$ cat config.mk
export PLATFORM = sky130hd
export DESIGN_NAME = url_path_allowlist_counter_unit
export DESIGN_NICKNAME = d
export VERILOG_FILES = /design/src/design/upac_pkg.sv /design/src/design/url_path_allowlist_counter_unit.sv
export SDC_FILE = /design/constraint.sdc
export NUM_CORES = 2
export LEC_CHECK = 0
export ABC_AREA = 1
export BUFFER_PORTS_ARGS = -buffer_cell sky130_fd_sc_hd__buf_2
export CORE_MARGIN = 3
export CORE_UTILIZATION = 38
export DETAILED_ROUTE_END_ITERATION = 12
export SYNTH_ARGS = -nofsm -noshare
export SYNTH_HDL_FRONTEND = slang
export SYNTH_SLANG_ARGS = --single-unit
$ cat constraint.sdc
create_clock -name clk_i -period 9.53 [get_ports clk_i]
set_input_delay 1.906 -clock clk_i [delete_from_list [all_inputs] [get_ports clk_i]]
set_output_delay 1.906 -clock clk_i [all_outputs]
set_load 0.05 [all_outputs]
$ cat src/design/upac_pkg.sv
`default_nettype none

package upac_pkg;

  typedef logic [7:0]  char_t;
  typedef logic [31:0] count_t;

  // Default sizing
  localparam int SegmentBytesDef = 32;
  localparam int TableRowsDef    = 4;
  localparam int RowColumnsDef   = 4;

  // Fixed allowlist shape
  localparam int FixedRows  = 4;
  localparam int FixedCols  = 4;
  localparam int EntryChars = 16;

  localparam char_t  SLASH_CHAR = 8'h2F;
  localparam char_t  END_CHAR   = 8'h00;
  localparam count_t COUNT_MAX  = 32'hFFFF_FFFF;

  // Allowlist text, right-justified; column 0 is the first segment of a row.
  // Some entries are written as hex bytes.
  localparam logic [8*EntryChars-1:0] ENTRY_TEXT [FixedRows][FixedCols] = '{
    '{128'h79756e776569, "aaaa",           "bbbb",           128'h0},
    '{"yyw",             "abab",           "1234",           128'h0},
    '{"mnfe",            "notfound",       "fe",             128'h0},
    '{128'h6d696b756e6f74, "foundexception", "foundexception", 128'h0}
  };

  localparam int ENTRY_LEN [FixedRows][FixedCols] = '{
    '{6, 4, 4, 0},
    '{3, 4, 4, 0},
    '{4, 8, 2, 0},
    '{7, 14, 14, 0}
  };

  // Character k of an entry, zero past its end
  function automatic char_t entry_char(int r, int c, int k);
    char_t ch;
    ch = END_CHAR;
    if (k < ENTRY_LEN[r][c]) begin
      ch = ENTRY_TEXT[r][c][8*(ENTRY_LEN[r][c]-1-k) +: 8];
    end
    return ch;
  endfunction

endpackage

`default_nettype wire

$ cat src/design/url_path_allowlist_counter_unit.sv
// URL path allowlist counter.
// Input channel: one path byte per item (path_byte_i, in_valid_i / in_ready_o);
// a zero byte ends the path. Output channel: one result item per path
// (matched_o, reject_o, row_index_o, column_index_o, hit_count_o,
// out_valid_o / out_ready_i), produced only for the terminating byte.
// Each byte is matched on the fly against every allowlist entry by per-entry
// match flags, so no segment text is stored.
// Order: an accepted byte sits in the input register and is processed from there;
// a terminating byte is processed once the result register is free, and its
// result is then loaded into the result register, which drives the outputs.
// Throughput: one byte per cycle, sustained while no result waits on out_ready_i;
// the single pass from the input register to the result register sets this figure.
// Stall: a result waiting on out_ready_i holds back the next terminating byte,
// which then waits in the input register and blocks the bytes behind it; ordinary bytes ahead of it keep flowing.
// Reset: parse state returns to its start (match flags set), all hit counters clear to zero, both channels idle.
// Hit counters are 32 bits and saturate at all ones.
`default_nettype none

module url_path_allowlist_counter_unit #(
  parameter int SEGMENT_BYTES = upac_pkg::SegmentBytesDef,
  parameter int TABLE_ROWS    = upac_pkg::TableRowsDef,
  parameter int ROW_COLUMNS   = upac_pkg::RowColumnsDef
) (
  input  wire                  clk_i,
  input  wire                  rst_ni,
  input  wire                  in_valid_i,
  output logic                 in_ready_o,
  input  wire upac_pkg::char_t path_byte_i,
  output logic                 out_valid_o,
  input  wire                  out_ready_i,
  output logic                 matched_o,
  output logic                 reject_o,
  output logic [1:0]           row_index_o,
  output logic [1:0]           column_index_o,
  output upac_pkg::count_t     hit_count_o
);
  import upac_pkg::*;

  localparam int EffRows   = (TABLE_ROWS < FixedRows) ? TABLE_ROWS : FixedRows;
  localparam int EffCols   = (ROW_COLUMNS < FixedCols) ? ROW_COLUMNS : FixedCols;
  localparam int SecondCnt = EffCols - 1;
  localparam int SegLenW   = $clog2(SEGMENT_BYTES);
  localparam logic [SegLenW-1:0] SegLenCap = SegLenW'(SEGMENT_BYTES - 1);
  localparam logic [1:0] TakenNone  = 2'd0;
  localparam logic [1:0] TakenFirst = 2'd1;
  localparam logic [1:0] TakenBoth  = 2'd2;

  // Input register
  logic  in_valid_q;
  char_t byte_q;

  // Parse state
  logic                                slash_seen_q, slash_seen_d;
  logic [1:0]                          taken_q, taken_d;
  logic [SegLenW-1:0]                  seg_len_q, seg_len_d;
  logic                                too_long_q, too_long_d;
  logic [EffRows-1:0][EffCols-1:0]     cur_q, cur_d;
  logic [EffRows-1:0]                  first_ok_q, first_ok_d;
  logic [EffRows-1:0][EffCols-1:0]     second_ok_q, second_ok_d;
  logic [EffRows-1:0][SecondCnt-1:0][31:0] cnt_q, cnt_d;

  // Result register
  logic       out_valid_q;
  logic       matched_q, matched_d;
  logic [1:0] row_q, row_d;
  logic [1:0] col_q, col_d;
  count_t     count_q, count_d;

  // Combinational helpers
  logic                            is_end, is_delim, capturing, out_free, proc_fire;
  logic [EffRows-1:0][EffCols-1:0] char_ok, end_ok, second_fin;
  logic [EffRows-1:0]              first_fin;
  logic [1:0]                      taken_fin;
  logic                            found;
  count_t                          bumped;

  assign is_end    = (byte_q == END_CHAR);
  assign is_delim  = is_end || (byte_q == SLASH_CHAR);
  assign capturing = slash_seen_q && (taken_q != TakenBoth);
  assign out_free  = !out_valid_q || out_ready_i;
  assign proc_fire = in_valid_q && (!is_end || out_free);
  assign in_ready_o = !in_valid_q || proc_fire;

  // Per-entry byte compare and end-of-segment compare
  always_comb begin
    for (int r = 0; r < EffRows; r++) begin
      for (int c = 0; c < EffCols; c++) begin
        char_ok[r][c] = cur_q[r][c] && (byte_q == entry_char(r, c, int'(seg_len_q)));
        end_ok[r][c]  = cur_q[r][c] && !too_long_q && (int'(seg_len_q) == ENTRY_LEN[r][c]);
      end
    end
  end

  // Fold in the segment closed by this delimiter
  always_comb begin
    first_fin  = first_ok_q;
    second_fin = second_ok_q;
    taken_fin  = taken_q;
    if (capturing) begin
      taken_fin = taken_q + 2'd1;
      if (taken_q == TakenNone) begin
        for (int r = 0; r < EffRows; r++) first_fin[r] = end_ok[r][0];
      end else if (taken_q == TakenFirst) begin
        second_fin = end_ok;
      end
    end
  end

  // Lookup: first hit in row-major order wins, bump its counter
  always_comb begin
    found     = 1'b0;
    matched_d = 1'b0;
    row_d     = 2'd0;
    col_d     = 2'd0;
    count_d   = '0;
    cnt_d     = cnt_q;
    bumped    = '0;
    for (int r = 0; r < EffRows; r++) begin
      for (int c = 1; c < EffCols; c++) begin
        if (!found && taken_fin == TakenBoth && first_fin[r] && second_fin[r][c]) begin
          found     = 1'b1;
          bumped    = (cnt_q[r][c-1] == COUNT_MAX) ? COUNT_MAX : cnt_q[r][c-1] + 32'd1;
          cnt_d[r][c-1] = bumped;
          matched_d = 1'b1;
          row_d     = 2'(r);
          col_d     = 2'(c - 1);
          count_d   = bumped;
        end
      end
    end
  end

  // Parse state next values
  always_comb begin
    slash_seen_d = slash_seen_q;
    taken_d      = taken_q;
    seg_len_d    = seg_len_q;
    too_long_d   = too_long_q;
    cur_d        = cur_q;
    first_ok_d   = first_ok_q;
    second_ok_d  = second_ok_q;
    if (!is_delim) begin
      if (capturing) begin
        if (seg_len_q < SegLenCap) begin
          seg_len_d = seg_len_q + SegLenW'(1);
          cur_d     = char_ok;
        end else begin
          too_long_d = 1'b1;
        end
      end
    end else if (is_end) begin
      slash_seen_d = 1'b0;
      taken_d      = TakenNone;
      seg_len_d    = '0;
      too_long_d   = 1'b0;
      cur_d        = '1;
      first_ok_d   = '0;
      second_ok_d  = '0;
    end else begin
      taken_d      = taken_fin;
      first_ok_d   = first_fin;
      second_ok_d  = second_fin;
      slash_seen_d = 1'b1;
      seg_len_d    = '0;
      too_long_d   = 1'b0;
      cur_d        = '1;
    end
  end

  // Input register
  always_ff @(posedge clk_i or negedge rst_ni) begin
    if (!rst_ni) begin
      in_valid_q <= 1'b0;
    end else if (in_ready_o) begin
      in_valid_q <= in_valid_i;
    end
  end

  always_ff @(posedge clk_i) begin
    if (in_ready_o && in_valid_i) begin
      byte_q <= path_byte_i;
    end
  end

  // Advance parse state and counters
  always_ff @(posedge clk_i or negedge rst_ni) begin
    if (!rst_ni) begin
      slash_seen_q <= 1'b0;
      taken_q      <= TakenNone;
      seg_len_q    <= '0;
      too_long_q   <= 1'b0;
      cur_q        <= '1;
      first_ok_q   <= '0;
      second_ok_q  <= '0;
      cnt_q        <= '0;
    end else if (proc_fire) begin
      slash_seen_q <= slash_seen_d;
      taken_q      <= taken_d;
      seg_len_q    <= seg_len_d;
      too_long_q   <= too_long_d;
      cur_q        <= cur_d;
      first_ok_q   <= first_ok_d;
      second_ok_q  <= second_ok_d;
      if (is_end) begin
        cnt_q <= cnt_d;
      end
    end
  end

  // Result register: load on end of path, drop when taken
  always_ff @(posedge clk_i or negedge rst_ni) begin
    if (!rst_ni) begin
      out_valid_q <= 1'b0;
    end else if (proc_fire && is_end) begin
      out_valid_q <= 1'b1;
    end else if (out_ready_i) begin
      out_valid_q <= 1'b0;
    end
  end

  always_ff @(posedge clk_i) begin
    if (proc_fire && is_end) begin
      matched_q <= matched_d;
      row_q     <= row_d;
      col_q     <= col_d;
      count_q   <= count_d;
    end
  end

  assign out_valid_o    = out_valid_q;
  assign matched_o      = matched_q;
  assign reject_o       = !matched_q;
  assign row_index_o    = row_q;
  assign column_index_o = col_q;
  assign hit_count_o    = count_q;

endmodule

`default_nettype wire

* Word level (Yosys, flattened, before mapping) *
Index checks and enable logic that the tools add are counted.

cells by class
  multiplexer cells = 83
  equality and inequality tests = 35
  shift operators = 11
  $add $sub $neg = 21
  reduce and logical (&&, ||, !) cells = 130
  order comparisons = 8

operators by type and width
  kind                      number
  $shiftx 128x9->8 const A  11
  $mux 32                   24
  $add 32x1->32 const B     12
  $eq 32x32->1 const B      12
  $mux 16                   7
  $eq 8x8->1                11
  $mux 8                    11
  $logic_and 1x1->1         87
  $reduce_and 3->1          14
  $mux 2                    13
  $mux 1                    22
  $sub 3x5->6 const A       3
  $logic_not 1->1           16
  $eq 5x4->1 const B        3
  $lt 5x3->1 const B        3
  $mux 5                    3
  $mux 4                    3
  $sub 2x5->6 const A       2
  $eq 5x3->1 const B        2
  $eq 5x5->1 const B        2
  $lt 5x2->1 const B        2
  $lt 5x4->1 const B        2
  $eq 8x6->1 const B        1
  $logic_not 8->1           1
  other kinds (15)          21

storage, ports and cells
  register bits after elaboration = 472
  bits of input ports = 12
  output and inout port bits = 40

* Logic depth before layout (Yosys ltp) *
  word-level depth = 63
  mapped depth = 25

* Least setup slack after synthesis *
No wires, ideal clock.

  path kind = input port to output port
  start point = in out_ready_i
  end point = out in_ready_o
  arrival time = 2460 ps
  setup slack = 5164 ps
  cell stages on the path = 2
  cells stage by stage = nor2_1 nand3_1

on the way
  longest elaborated chain between the ends = 4

ends and longest elaborated chain
  item               RTL line                               text
  start, declared    url_path_allowlist_counter_unit.sv:30  input wire out_ready_i,
  $logic_or 1x1->1   url_path_allowlist_counter_unit.sv:80  assign out_free = !out_valid_q || out_ready_i;
  $logic_or 1x1->1   url_path_allowlist_counter_unit.sv:81  assign proc_fire = in_valid_q && (!is_end || out_free);
  $logic_and 1x1->1  url_path_allowlist_counter_unit.sv:81
  $logic_or 1x1->1   url_path_allowlist_counter_unit.sv:82  assign in_ready_o = !in_valid_q || proc_fire;
  end, declared      url_path_allowlist_counter_unit.sv:27  output logic in_ready_o,

Every way passes these cells.

* Worst setup path after layout *
  start point = reg seg_len_q[0]
  end point = reg cnt_q[370] (netlist name)

on the way
  longest elaborated chain between the ends = 62
  elaborated cells on any way between the ends = 87

ends and longest elaborated chain
  item                                                 RTL line                                                                        text
  start, declared                                      url_path_allowlist_counter_unit.sv:55                                           logic [SegLenW-1:0] seg_len_q, seg_len_d;
  start signal, assigned                               url_path_allowlist_counter_unit.sv:199                                          seg_len_q <= seg_len_d;
  $eq 5x4->1                                           url_path_allowlist_counter_unit.sv:89                                           end_ok[r][c] = cur_q[r][c] && !too_long_q && (int'(seg_len_q) == ENTRY_LEN[r][c]);
  $logic_and 1x1->1                                    url_path_allowlist_counter_unit.sv:89
  $mux 16 / $mux 4 (equally long branches)             url_path_allowlist_counter_unit.sv:103, url_path_allowlist_counter_unit.sv:101
  $mux 16 / $mux 4 (equally long branches)             url_path_allowlist_counter_unit.sv:101, url_path_allowlist_counter_unit.sv:99
  $mux 16 / $logic_and 1x1->1 (equally long branches)  url_path_allowlist_counter_unit.sv:99, url_path_allowlist_counter_unit.sv:120
  $logic_and 1x1->1                                    url_path_allowlist_counter_unit.sv:120                                          if (!found && taken_fin == TakenBoth && first_fin[r] && second_fin[r][c]) begin
  $mux 1                                               url_path_allowlist_counter_unit.sv:120
  $logic_not 1->1                                      url_path_allowlist_counter_unit.sv:120
  (+43 left out)                                       --
  $mux 1                                               --
  $logic_not 1->1                                      url_path_allowlist_counter_unit.sv:120
  $logic_and 1x1->1 (3 in a row)                       url_path_allowlist_counter_unit.sv:120
  $mux 1                                               --
  $logic_not 1->1                                      url_path_allowlist_counter_unit.sv:120
  $logic_and 1x1->1 (2 in a row)                       url_path_allowlist_counter_unit.sv:120
  $logic_and 1x1->1 (*)                                url_path_allowlist_counter_unit.sv:120
  $reduce_and 3->1 (no line) (*)                       --
  end signal, assigned                                 url_path_allowlist_counter_unit.sv:205                                          cnt_q <= cnt_d;
  end, declared                                        url_path_allowlist_counter_unit.sv:60                                           logic [EffRows-1:0][SecondCnt-1:0][31:0] cnt_q, cnt_d;

Mark *: on every way between the ends. The rest lies on a longest branch, timed or not. The select of a mux whose other input is x is not followed.
A chain may end at the register's enable or synchronous reset.

==> run metrics <==
TritonCTS Sinks=472; area share of the largest cell type after synthesis=0.3092; final setup violation count=0; detailed-route wire length per cell=17.41 um; Root Driver=sky130_fd_sc_hd__clkbuf_16; number of diodes=0; adder-cell area share of the yosys netlist=0.01166; dominant combinational cell family by area after synthesis=simple AND/OR/NAND/NOR gates; number of buffers added on ports=51; net count reported at finish=5146; register area share after synthesis=0.3625; xor and xnor area share after synthesis=0.04055; number of buffers on the longest clock path=3; Final Instance Area=36470 sq um; headroom to the max-slew limit=0.2271; power density normalized to cell area=138.4 nW/um^2; Global Route Usage Sum=0.2371; clock input transition at the sequential cells of the worst setup and hold paths=0.06 ns; number of buffers inserted by hold repair at cts=0; Fin Clk Skew=0.02713 ns; Routed Wire Length=109500 um; Final period util=0.5700; cell type with the highest aggregate area in the netlist=sky130_fd_sc_hd__dfrtp_1; kind of launch point of the worst setup path=flop; antenna violations before repair=0; Synth Area in Simple Gates=0.4029; hold violation count in the final report=0; Syn Std Cell Area=33260 sq um; TritonCTS clock tree=yes; die area=91120 sq um; Synth async-reset ratio=0.9047; Post-DP HPWL=82140 um; first-pass GRT wire length=172200 um; Min Hold Slack=0.4694 ns; post-synthesis mux area share=0.0006018; total congestion overflow=0; standard-cell rows=107; post-synthesis compound-gate area fraction=0.1022; final estimated routing congestion in global placement=0.9263; floorplan core area=85950 sq um; synthesized netlist cell count=5136; minimum clock period=5.432 ns; Slew @ Worst Pin=1.156 ns; crit path capture type=flop; Residual DRC=0; register bit count reported by yosys=472; H-tree levels=2; required time at the endpoint of the critical path=10.11 ns; number of buffers inserted during clock tree synthesis=58; share of layout cells above drive strength 1=0.06080; detailed-route vias per instance=5.259; die width=301.9 um; insertion delay to the later sink of the worst-skew pair=0.65 ns; arrival time of the worst setup path=6.01 ns; mean cell area of the mapped netlist=6.476 sq um; outcome=completed; via count of the first global-routing pass=30209; area growth from synthesis to layout=9.648%; number of unique standard cell types used by synthesis=62; Crit Path Max Fanout=38; Pre-Repair DR Iteration Count=7; cells taking the most area after synthesis=sky130_fd_sc_hd__dfrtp_1, sky130_fd_sc_hd__nand2_1, sky130_fd_sc_hd__nor2_1, sky130_fd_sc_hd__nand3_1, sky130_fd_sc_hd__o21ai_0; largest net degree at the start of global routing=149; Final TNS setup=0 ns; reported max-cap violation count=0; count of final max-slew check failures=0; net count after synthesis=5179; Initial DRC Count=3533; post-route antenna net violation count=0; setup repair after global routing missed its margin=false; IO Count=52; detailed-route via count=33090; buffers inserted during post-CTS setup optimization=0; number of synthesis warnings=0; critical path class=reg -> reg; Chip Height=301.9 um; maximum operating frequency=184.1 MHz; Top FF cell, synth=sky130_fd_sc_hd__dfrtp_1; area after detailed placement=34520 sq um; path category of the worst min-delay check=reg -> reg; Resize count post-CTS=0; Max VDD drop=146.6 uV; initial core utilization=0.3870; leakage power total=17.08 nW; EDFF count, synth=45
==> final timing paths <==
| check | from | endpoint | slack [ns] | cells after the start |
|---|---|---|---|---|
| max reg2reg | seg_len_q[0]$_DFFE_PN0P_ | cnt_q[370]$_DFFE_PN0P_ | 4.10 | 20 |
| min | cur_q[3]$_DFFE_PN1P_ | cur_q[3]$_DFFE_PN1P_ | 0.47 | 2 |
| min in group asynchronous | rst_ni | cnt_q[90]$_DFFE_PN0P_ | 1.26 | 1 |
| min reg2reg | cur_q[3]$_DFFE_PN1P_ | cur_q[3]$_DFFE_PN1P_ | 0.47 | 2 |
| max in group asynchronous | rst_ni | cnt_q[368]$_DFFE_PN0P_ | 6.87 | 2 |
| max | seg_len_q[0]$_DFFE_PN0P_ | cnt_q[370]$_DFFE_PN0P_ | 4.10 | 20 |
==> layout make-up <==
type / count / area, sq um
Tap cell: 1144 / 1431
Timing Repair Buffer: 80 / 508.0
Clock buffer: 83 / 1707
Sequential cell: 472 / 12060
Inverter: 505 / 1896
Clock inverter: 22 / 249.0
Fill cell: 9170 / 49480
Multi-Input combinational cell: 3986 / 18630
==> metal layers <==
layer	GRT usage	routed length [um]
met3	0.02964	7142
met1	0.3603	53380
met4	0.06149	2695
met5	0	0
met2	0.3541	46310
==> through the flow <==
stage / std cells / power [mW] / utilization / setup slack (ns)
5_1_grt: 6292 / 5.273 / 0.4243 / 3.616
4_1_cts: 6292 / 5.088 / 0.4243 / 4.155
6_report: 6292 / 5.047 / 0.4243 / 4.098
3_5_place_dp: 6187 / 2.762 / 0.4016 / 4.170
3_3_place_gp: 6187 / 2.766 / 0.4016 / 4.298
2_1_floorplan: 5136 / 2.580 / - / 5.164
==> sequential cells by signal (all words and copies together), names as in the netlist <==
name / flops
slash_seen_q: 1
cnt_q: 384
second_ok_q: 12
column_index_o: 2
matched_o: 1
first_ok_q: 4
taken_q: 2
seg_len_q: 5
hit_count_o: 32
in_valid_q: 1
too_long_q: 1
byte_q: 8
cur_q: 16
out_valid_o: 1
row_index_o: 2
==> worst max-delay path, stage by stage, from the launching register on <==
cell                       delay, ns
sky130_fd_sc_hd__dfrtp_1        0.71
sky130_fd_sc_hd__inv_1          0.30
sky130_fd_sc_hd__ha_1           0.32
sky130_fd_sc_hd__nand2_1        0.08
sky130_fd_sc_hd__nor2_1         0.05
sky130_fd_sc_hd__nand4_1        0.11
sky130_fd_sc_hd__nand2_1        0.12
sky130_fd_sc_hd__nor2_1         0.20
sky130_fd_sc_hd__nand2_4        0.20
sky130_fd_sc_hd__nand3_4        0.15
sky130_fd_sc_hd__nor2_4         0.05
sky130_fd_sc_hd__o31ai_4        0.10
sky130_fd_sc_hd__nand3_4        0.40
sky130_fd_sc_hd__nand2_1        0.20
sky130_fd_sc_hd__nor2_2         0.05
sky130_fd_sc_hd__buf_4          0.25
sky130_fd_sc_hd__o211ai_4       0.17
sky130_fd_sc_hd__nand4_2        0.83
sky130_fd_sc_hd__inv_2          0.84
sky130_fd_sc_hd__nand2_1        0.13
sky130_fd_sc_hd__nand2_1        0.08
==> cell families (layout without fill, tap and decap cells) <==
group                    Yosys count  count (layout)
adder cells (fa/ha/maj)           31              31
AO/OA/AOI/OAI                    622             622
buffers and inverters            678             690
AND/OR/NAND/NOR                 3177            3177
XOR/XNOR                         154             154
multiplexers                       2               2
flip-flops                       472             472
==> power breakdown <==
group / internal [mW] / leakage (nW) / switching [mW] / total, mW
clock: 1.35 / 0.946 / 0.955 / 2.30
combinational: 0.175 / 10.9 / 0.459 / 0.634
sequential: 2.05 / 5.25 / 0.0553 / 2.11
==> synth_stat cells (all sizes together) (3+ instances only) <==
cell type / n
nand2: 1604
nor2: 745
inv: 493
o21ai: 464
nand3: 437
dfrtp: 411
nor3: 165
clkbuf: 126
nand4: 115
xor2: 111
a21oi: 98
buf: 47
edfxtp: 45
nor4: 45
or2: 44
xnor2: 43
ha: 31
dfstp: 16
nand3b: 14
a31oi: 12
clkinv: 12
o211ai: 9
o22ai: 9
a2111oi: 4
a211oi: 4
and3: 3
o311ai: 3
o31ai: 3
==> cell usage in the layout (no fill, tap or decap), types with 8 or more instances in the layout <==
cell	Yosys	layout
sky130_fd_sc_hd__buf_4	4	27
sky130_fd_sc_hd__o211ai_1	8	8
sky130_fd_sc_hd__clkbuf_1	126	10
sky130_fd_sc_hd__buf_2	36	50
sky130_fd_sc_hd__nor2_2	4	12
sky130_fd_sc_hd__dfstp_2	16	16
sky130_fd_sc_hd__xnor2_1	43	43
sky130_fd_sc_hd__nand2_1	1600	1600
sky130_fd_sc_hd__clkinv_1	12	14
sky130_fd_sc_hd__a21oi_1	71	71
sky130_fd_sc_hd__edfxtp_1	45	45
sky130_fd_sc_hd__inv_2	13	14
sky130_fd_sc_hd__nor2_1	737	724
sky130_fd_sc_hd__o21ai_0	423	423
sky130_fd_sc_hd__ha_1	31	31
sky130_fd_sc_hd__nor3_1	165	165
sky130_fd_sc_hd__o22ai_1	9	9
sky130_fd_sc_hd__clkbuf_16	0	59
sky130_fd_sc_hd__nor4_1	43	43
sky130_fd_sc_hd__a31oi_1	12	12
sky130_fd_sc_hd__a21oi_2	27	27
sky130_fd_sc_hd__nand4_1	113	113
sky130_fd_sc_hd__dfrtp_1	411	411
sky130_fd_sc_hd__nor2_4	3	8
sky130_fd_sc_hd__inv_1	480	479
sky130_fd_sc_hd__nand3_1	434	434
sky130_fd_sc_hd__o21ai_1	39	38
sky130_fd_sc_hd__clkbuf_8	0	14
sky130_fd_sc_hd__xor2_1	111	111
sky130_fd_sc_hd__or2_2	44	44
sky130_fd_sc_hd__nand3b_1	14	14
Power figures use the tool's default switching activity.
